--- src/rtl/ffpa_pkg.sv ---
`timescale 1ns / 1ps
`default_nettype none
// ----------------------------------------------------------------------------
// ffpa_pkg
// Status codes, operation codes and page geometry shared by the first-fit
// page allocator.
// ----------------------------------------------------------------------------
package ffpa_pkg;
	localparam logic OP_ALLOC = 1'b0;
	localparam logic OP_FREE  = 1'b1;

	localparam logic [2:0] ST_OK         = 3'd0;
	localparam logic [2:0] ST_BAD_SIZE   = 3'd1;
	localparam logic [2:0] ST_TOO_BIG    = 3'd2;
	localparam logic [2:0] ST_NO_SPACE   = 3'd3;
	localparam logic [2:0] ST_ALLOC_FULL = 3'd4;
	localparam logic [2:0] ST_NOT_FOUND  = 3'd5;
	localparam logic [2:0] ST_FREE_FULL  = 3'd6;

	// Size of the managed page; the offset and size ports are sized for it.
	localparam int PAGE_BYTES = 4096;

	// Request sizes must be a multiple of 2**ALIGN_BITS bytes; this many low bits must be zero.
	localparam int ALIGN_BITS = 3;
endpackage
`default_nettype wire

--- src/rtl/first_fit_page_allocator.sv ---
`timescale 1ns / 1ps
`default_nettype none
// ----------------------------------------------------------------------------
// first_fit_page_allocator
// First-fit allocator over one page with compacted free and used chunk tables.
// ----------------------------------------------------------------------------
// A request is taken when start is high and busy is low; exactly one result
// follows, shown for a single cycle with done high, and the receiver cannot
// stall it. Both tables live in synchronous simple dual-port memories with a
// registered read, so a request walks its table one entry per cycle and, when
// an entry is removed, compacts it by moving each later entry down one place
// through S_SHIFT, S_SHWR and S_FRD. A rejected size goes straight to S_DONE,
// which raises done. A new request can be taken in the cycle that shows the
// result.
module first_fit_page_allocator #(
	parameter int TABLE_ENTRIES = 16
) (
	input  wire         clk,
	input  wire         arst_n,
	input  wire         start,
	output logic        busy,
	input  wire         op,
	input  wire  [12:0] request_size,
	input  wire  [11:0] buffer_offset,
	output logic        done,
	output logic [11:0] granted_offset,
	output logic [2:0]  status
);
	import ffpa_pkg::*;

	localparam int IW = (TABLE_ENTRIES > 1) ? $clog2(TABLE_ENTRIES) : 1;
	localparam int CW = $clog2(TABLE_ENTRIES + 1);
	localparam int OW = $clog2(PAGE_BYTES);
	localparam int SW = OW + 1;

	typedef logic [OW+SW-1:0] entry_t;

	localparam logic [3:0] S_IDLE  = 4'd0;
	localparam logic [3:0] S_SCAN  = 4'd1;
	localparam logic [3:0] S_CHECK = 4'd2;
	localparam logic [3:0] S_SHIFT = 4'd3;
	localparam logic [3:0] S_SHWR  = 4'd4;
	localparam logic [3:0] S_DONE  = 4'd5;
	localparam logic [3:0] S_FRD   = 4'd6;

	// Table memories.
	entry_t free_mem [TABLE_ENTRIES];
	entry_t used_mem [TABLE_ENTRIES];

	logic [3:0]    state_q;
	logic          op_q;
	logic [SW-1:0] req_q;
	logic [OW-1:0] off_q;
	logic [CW-1:0] free_cnt_q, used_cnt_q;
	logic          free_init_q;     // entry 0 of free table not yet written
	logic [CW-1:0] idx_q;           // address in flight
	logic [CW-1:0] lim_q;
	entry_t        frd_q, urd_q;
	logic [11:0]   gr_q;
	logic [2:0]    st_q;

	// Memory ports.
	logic          f_we, u_we;
	logic [IW-1:0] f_wa, u_wa, f_ra, u_ra;
	entry_t        f_wd, u_wd;

	always_ff @(posedge clk) begin
		if (f_we) free_mem[f_wa] <= f_wd;
		if (u_we) used_mem[u_wa] <= u_wd;
		frd_q <= free_mem[f_ra];
		urd_q <= used_mem[u_ra];
	end

	// Entry 0 of the free table reads as the whole page until first written.
	entry_t        f_ent;
	logic          f_rd0_q;
	logic [OW-1:0] f_off;
	logic [SW-1:0] f_sz;
	logic [OW-1:0] u_off;
	always_comb begin
		f_ent = (f_rd0_q && free_init_q) ? {{OW{1'b0}}, SW'(PAGE_BYTES)} : frd_q;
		{f_off, f_sz} = f_ent;
		u_off = urd_q[OW+SW-1:SW];
	end

	logic [SW-1:0] req_in;
	logic          bad_size, too_big;
	assign req_in   = SW'(request_size);
	assign bad_size = (request_size == 13'd0) || (request_size[ALIGN_BITS-1:0] != '0);
	assign too_big  = (32'(request_size) > PAGE_BYTES);
	assign busy     = (state_q != S_IDLE);

	logic scan_end;
	assign scan_end = (idx_q == lim_q);

	// Combinational memory control.
	always_comb begin
		f_we = 1'b0; u_we = 1'b0;
		f_wa = idx_q[IW-1:0]; u_wa = idx_q[IW-1:0];
		f_wd = f_ent; u_wd = urd_q;
		f_ra = idx_q[IW-1:0]; u_ra = idx_q[IW-1:0];
		case (state_q)
			S_SCAN: begin
				if (!op_q && idx_q != '0 && f_sz >= req_q) begin
					// Split: keep the high part in place.
					if (f_sz != req_q && used_cnt_q != CW'(TABLE_ENTRIES)) begin
						f_we = 1'b1;
						f_wa = IW'(idx_q - 1'b1);
						f_wd = {f_off + OW'(req_q), f_sz - req_q};
					end
					if (used_cnt_q != CW'(TABLE_ENTRIES)) begin
						u_we = 1'b1;
						u_wa = used_cnt_q[IW-1:0];
						u_wd = {f_off, req_q};
					end
				end else if (op_q && idx_q != '0 && u_off == off_q
						&& free_cnt_q != CW'(TABLE_ENTRIES)) begin
					f_we = 1'b1;
					f_wa = free_cnt_q[IW-1:0];
					f_wd = urd_q;
				end
			end
			S_SHWR: begin
				// Move entry idx down to idx-1.
				if (op_q) begin
					u_we = 1'b1;
					u_wa = IW'(idx_q - 1'b1);
					u_wd = urd_q;
				end else begin
					f_we = 1'b1;
					f_wa = IW'(idx_q - 1'b1);
					f_wd = f_ent;
				end
			end
			default: ;
		endcase
	end

	// Control sequencer.
	always_ff @(posedge clk or negedge arst_n) begin
		if (!arst_n) begin
			state_q     <= S_IDLE;
			free_cnt_q  <= CW'(1);
			used_cnt_q  <= '0;
			free_init_q <= 1'b1;
			done        <= 1'b0;
			idx_q       <= '0;
			f_rd0_q     <= 1'b0;
			op_q        <= OP_ALLOC;
			req_q       <= '0;
			off_q       <= '0;
			gr_q        <= '0;
			st_q        <= ST_OK;
			lim_q       <= '0;
		end else begin
			done    <= 1'b0;
			f_rd0_q <= (f_ra == '0);
			if (f_we && f_wa == '0) free_init_q <= 1'b0;
			case (state_q)
				S_IDLE: begin
					if (start) begin
						op_q  <= op;
						req_q <= req_in;
						off_q <= OW'(buffer_offset);
						gr_q  <= '0;
						idx_q <= '0;
						lim_q <= op ? used_cnt_q : free_cnt_q;
						if (op == OP_ALLOC && bad_size) begin
							st_q <= ST_BAD_SIZE; state_q <= S_DONE;
						end else if (op == OP_ALLOC && too_big) begin
							st_q <= ST_TOO_BIG; state_q <= S_DONE;
						end else begin
							state_q <= S_SCAN;
						end
					end
				end
				S_SCAN: begin
					// idx_q-1 is the entry whose read data is now present.
					if (idx_q != '0 && !op_q && f_sz >= req_q) begin
						if (used_cnt_q == CW'(TABLE_ENTRIES)) begin
							st_q <= ST_ALLOC_FULL; state_q <= S_DONE;
						end else begin
							st_q <= ST_OK; gr_q <= 12'(f_off);
							used_cnt_q <= used_cnt_q + 1'b1;
							if (f_sz != req_q) begin
								state_q <= S_DONE;
							end else begin
								free_cnt_q <= free_cnt_q - 1'b1;
								state_q    <= S_SHIFT;
							end
						end
					end else if (idx_q != '0 && op_q && u_off == off_q) begin
						if (free_cnt_q == CW'(TABLE_ENTRIES)) begin
							st_q <= ST_FREE_FULL; state_q <= S_DONE;
						end else begin
							st_q <= ST_OK;
							free_cnt_q <= free_cnt_q + 1'b1;
							used_cnt_q <= used_cnt_q - 1'b1;
							state_q    <= S_SHIFT;
						end
					end else if (scan_end) begin
						st_q    <= op_q ? ST_NOT_FOUND : ST_NO_SPACE;
						state_q <= S_DONE;
					end else begin
						idx_q <= idx_q + 1'b1;
					end
				end
				S_SHIFT: begin
					// idx_q is one past the removed entry; read it if valid.
					if (idx_q == lim_q) state_q <= S_DONE;
					else state_q <= S_SHWR;
				end
				S_SHWR: begin
					idx_q   <= idx_q + 1'b1;
					state_q <= S_FRD;
				end
				S_FRD: begin
					state_q <= S_SHIFT;
				end
				S_DONE: begin
					done    <= 1'b1;
					state_q <= S_IDLE;
				end
				default: state_q <= S_IDLE;
			endcase
		end
	end

	// Result registers drive the result ports directly.
	assign granted_offset = gr_q;
	assign status         = st_q;
endmodule
`default_nettype wire
--- config.mk ---
export PLATFORM = sky130hd
export DESIGN_NAME = first_fit_page_allocator
export DESIGN_NICKNAME = d
export VERILOG_FILES = /design/src/rtl/ffpa_pkg.sv /design/src/rtl/first_fit_page_allocator.sv
export SDC_FILE = /design/constraint.sdc
export NUM_CORES = 1
export LEC_CHECK = 0
export ABC_AREA = 1
export BUFFER_PORTS_ARGS = -buffer_cell sky130_fd_sc_hd__buf_2
export CAP_MARGIN = 5
export CORE_MARGIN = 4
export CORE_UTILIZATION = 68
export DETAILED_ROUTE_END_ITERATION = 10
export PLACE_DENSITY_LB_ADDON = 0.25
export SLEW_MARGIN = 0
export SYNTH_ARGS = -nofsm -noshare
export SYNTH_HDL_FRONTEND = slang
export SYNTH_SLANG_ARGS = --single-unit
export TNS_END_PERCENT = 100
--- constraint.sdc ---
create_clock -name clk -period 6.75 [get_ports clk]
set_input_delay 1.35 -clock clk [delete_from_list [all_inputs] [get_ports clk]]
set_output_delay 1.35 -clock clk [all_outputs]
set_load 0.1 [all_outputs]
==> flow_summary.toml <==
[outcome]
outcome = "completed"

[global_routing]
grt_overflow_total = 0
grt_pass1_wl_mm = 155
track_usage = 0.342
antenna_found_initial = 2
grt_pass1_vias = 25700
grt_max_degree = 209

[clocking]
hold_buffers = 0
post_cts.repair.setup_buffers = 0
cts.clk_slew.worst_paths_ns = 0.06
cts.sinks = 917
clockRootBuffer = "clkbuf_16"
worstSkewPairLatency_ns = 0.65
cts.path.max_buffers = 3
postCtsResizedCells = 0
cts_tree = "done"
cts_max_level = 3
cts_buffers = 88

[pwr]
powerDensity_nw_per_um2 = 501
power_leakage_nw = 14.9
ir_worst_vdd_mv = 0.429
power_w = 0.0212

[timing]
setup_viol_count_final = 0
finClkSkew_ns = 0.0300
period_minus_slack_ns = 5.39
slew_violations = 0
finalSetupTns_ns = 0
fin_crit_sh = 0.798
slew_headroom = 0.0449
worstMarginPinSlew_ns = 1.43
final-hold-violation-count = 0
rsz0062_at_grt = "no"
fmax_ghz = 0.186

[flow_run]
maxCapViolations = 0

[die]
dieWidth_um = 245
dieArea_sq_um = 59900
rows = 86
initial_utilization = 0.689
ios = 46
design.core.area_sq_um = 55300
chipHeight_um = 245

[drt]
drtAntennaViolNets = 0
drc_errors = 0
via_count = 27100
viasPerCell = 6.61
first_pass_iters = 6
wl_per_cell_um = 25.3
drt_wl_total_mm = 103
drtIter0Drc = 4215

[worst_hold_path]
hold_path_class = "reg -> reg"
holdPathEnd = "free_init_q"
min_from = "free_init_q"
holdPathStages = 2

[setup_path]
required_ns = 7.02
crit_fanout = 50
reg2reg_from = "free_init_q"
worstPathArrival_ns = 5.66
reg2reg_slack_ns = 1.36
slowest_stage = "nor2_4"
path_cells = "nand2_1, nand2_1, inv_1, ha_1, nand2_1, nor2_2, nand2_2, nor2_4, nor2_1, nand3_2, nand2_4, inv_6, nand2_2, buf_4, nand2_1, inv_1, nor2_2, nand2_1, nor2_4"
crit_top_cell = "nand2_1"
r2r-end = "used_mem[2][0]"
start_kind = "flip-flop"
crit_type = "reg -> reg"
crit_family = "simple AND/OR/NAND/NOR gates"
worstSetupPathDepth = 19
cpPeakStageDelay_ns = 0.73
critPathCaptureType = "flip-flop"
ff2ff_path_depth = 19
path_buf_inv = 4

[yosys]
yosysMostFrequentCell = "edfxtp_1"
synth_compound_area_frac = 0.125
synth_top_area_cell = "edfxtp_1"
synthMuxAreaShare = 0.000295
synth_xor_xnor_area_share = 0.00712
synth_area_sq_um = 38100
yosys-top-cells-area = "edfxtp_1 (63%), o21ai_0 (6.8%), nor2_1 (4.9%)"
synth_top_family_by_area = "compound AO/OA/AOI/OAI gates"
ys_ff_latch = 917
post_synth_num_cell_types = 50
synth_top_area_share = 0.630
synth-simple-area-share = 0.118
synth_edf_count = 800
synth.avg_cell_area_sq_um = 11.7
syn_nets = 3336
synth_fa_ha_area_frac = 0.0129
ys.flop_type = "edfxtp_1"
ys_async_sr_fraction = 0.0731
syn_inst = 3270
yosysSeqAreaShare = 0.701
ys_warn_count = 0
synth_commonest_cells = "edfxtp_1 (800), o21ai_0 (516), nor2_1 (494)"

[final_layout]
drive_gt1_frac = 0.0956
finalInstanceArea_sq_um = 42200
diodes = 0
area.growth.synth_to_final_pct = 10.8
final_util = 0.763
fill_cells = 3414
layout.nets = 3338

[placed_design]
dp_hpwl_mm = 62.0
routabilityCongestion = 0.995
dpl_cell_area_sq_um = 39200
port_buffers = 45
-- kinds of logic after synthesis --
kind of cell,Yosys count
flip-flops,917
AND/OR/NAND/NOR,1101
AO/OA/AOI/OAI,827
multiplexers,1
adder cells (fa/ha/maj),37
XOR/XNOR,31
buffers and inverters,356
-- worst reg2reg max path, delay by kind of cell, from the launching register on --
| family | cells | cell delay (ns) |
|---|---|---|
| buffers and inverters | 4 | 0.75 |
| AND/OR/NAND/NOR | 14 | 3.38 |
| flip-flops | 1 | 0.53 |
| adder cells (fa/ha/maj) | 1 | 0.36 |
-- cell type report --
class / instances / area [sq um] / area share
Sequential cell: 917 / 26700 / 0.633
Multi-Input combinational cell: 1997 / 10300 / 0.244
Clock buffer: 127 / 2470 / 0.0585
Tap cell: 748 / 936 / 0.0222
Timing Repair Buffer: 103 / 673 / 0.0159
Inverter: 165 / 634 / 0.0150
Clock inverter: 38 / 497 / 0.0118
-- report_power, final --
group	switching, W	internal, W	leakage, nW
clock	0.00211	0.00288	1.43
combinational	0.00595	0.00184	4.97
sequential	0.000369	0.00801	8.46
total	0.00842	0.0127	14.9
-- sequential cells by signal, indices dropped and copies added (netlist names) --
name and cells:
done 1, f_rd0_q 1, frd_q 25, free_cnt_q 5
free_init_q 1, free_mem 400, granted_offset 12, idx_q 5
lim_q 5, off_q 12, op_q 1, req_q 13
state_q 3, status 3, urd_q 25, used_cnt_q 5
used_mem 400
-- layout by cell type (no fill, tap or decap), types with 20 or more instances in the layout --
cell type | Yosys | final
a21oi_1 | 38 | 38
nand3_1 | 143 | 143
clkbuf_16 | 0 | 90
buf_4 | 1 | 57
edfxtp_1 | 800 | 800
o21ai_0 | 516 | 515
nor2_4 | 3 | 36
dfrtp_1 | 65 | 62
nand2_1 | 416 | 416
ha_1 | 33 | 33
xor2_1 | 20 | 20
clkbuf_1 | 168 | 29
o211ai_1 | 24 | 24
inv_1 | 151 | 148
o22ai_1 | 135 | 135
buf_2 | 8 | 45
o221ai_1 | 84 | 84
dfxtp_1 | 50 | 50
nor2_1 | 494 | 461
-- layer usage --
metal  vias up  share of wire  GRT usage
met4         4          0.036      0.121
li1      11800              -          -
met5         -        0.00030          0
met3       264           0.12     0.0720
met2      1925           0.46      0.521
met1     13100           0.38      0.499
-- per-stage QoR --
| stage | hold slack (ns) | worst slack [ns] | cells |
|---|---|---|---|
| 6_report | 0.444 | 1.36 | 4095 |
| 5_1_grt | 0.461 | 0.996 | 4095 |
| 4_1_cts | 0.443 | 1.43 | 4095 |
| 3_5_place_dp | 0.433 | 1.46 | 3930 |
| 3_3_place_gp | 0.434 | 1.56 | 3930 |
| 2_1_floorplan | 0.424 | 2.43 | 3270 |
-- how the worst max path moves through the flow --
stage	from	endpoint	slack [ns]
after detailed placement	free_init_q	used_mem[0][0]	1.46
after floorplan	free_init_q	free_mem[5][0]	2.43
after global routing	free_init_q	used_mem[0][0]	1.0
after global placement	free_init_q	used_mem[1][0]	1.56
final	free_init_q	used_mem[2][0]	1.36
after CTS	free_init_q	used_mem[2][1]	1.43
No activity file was read; power rests on OpenSTA's default activity.
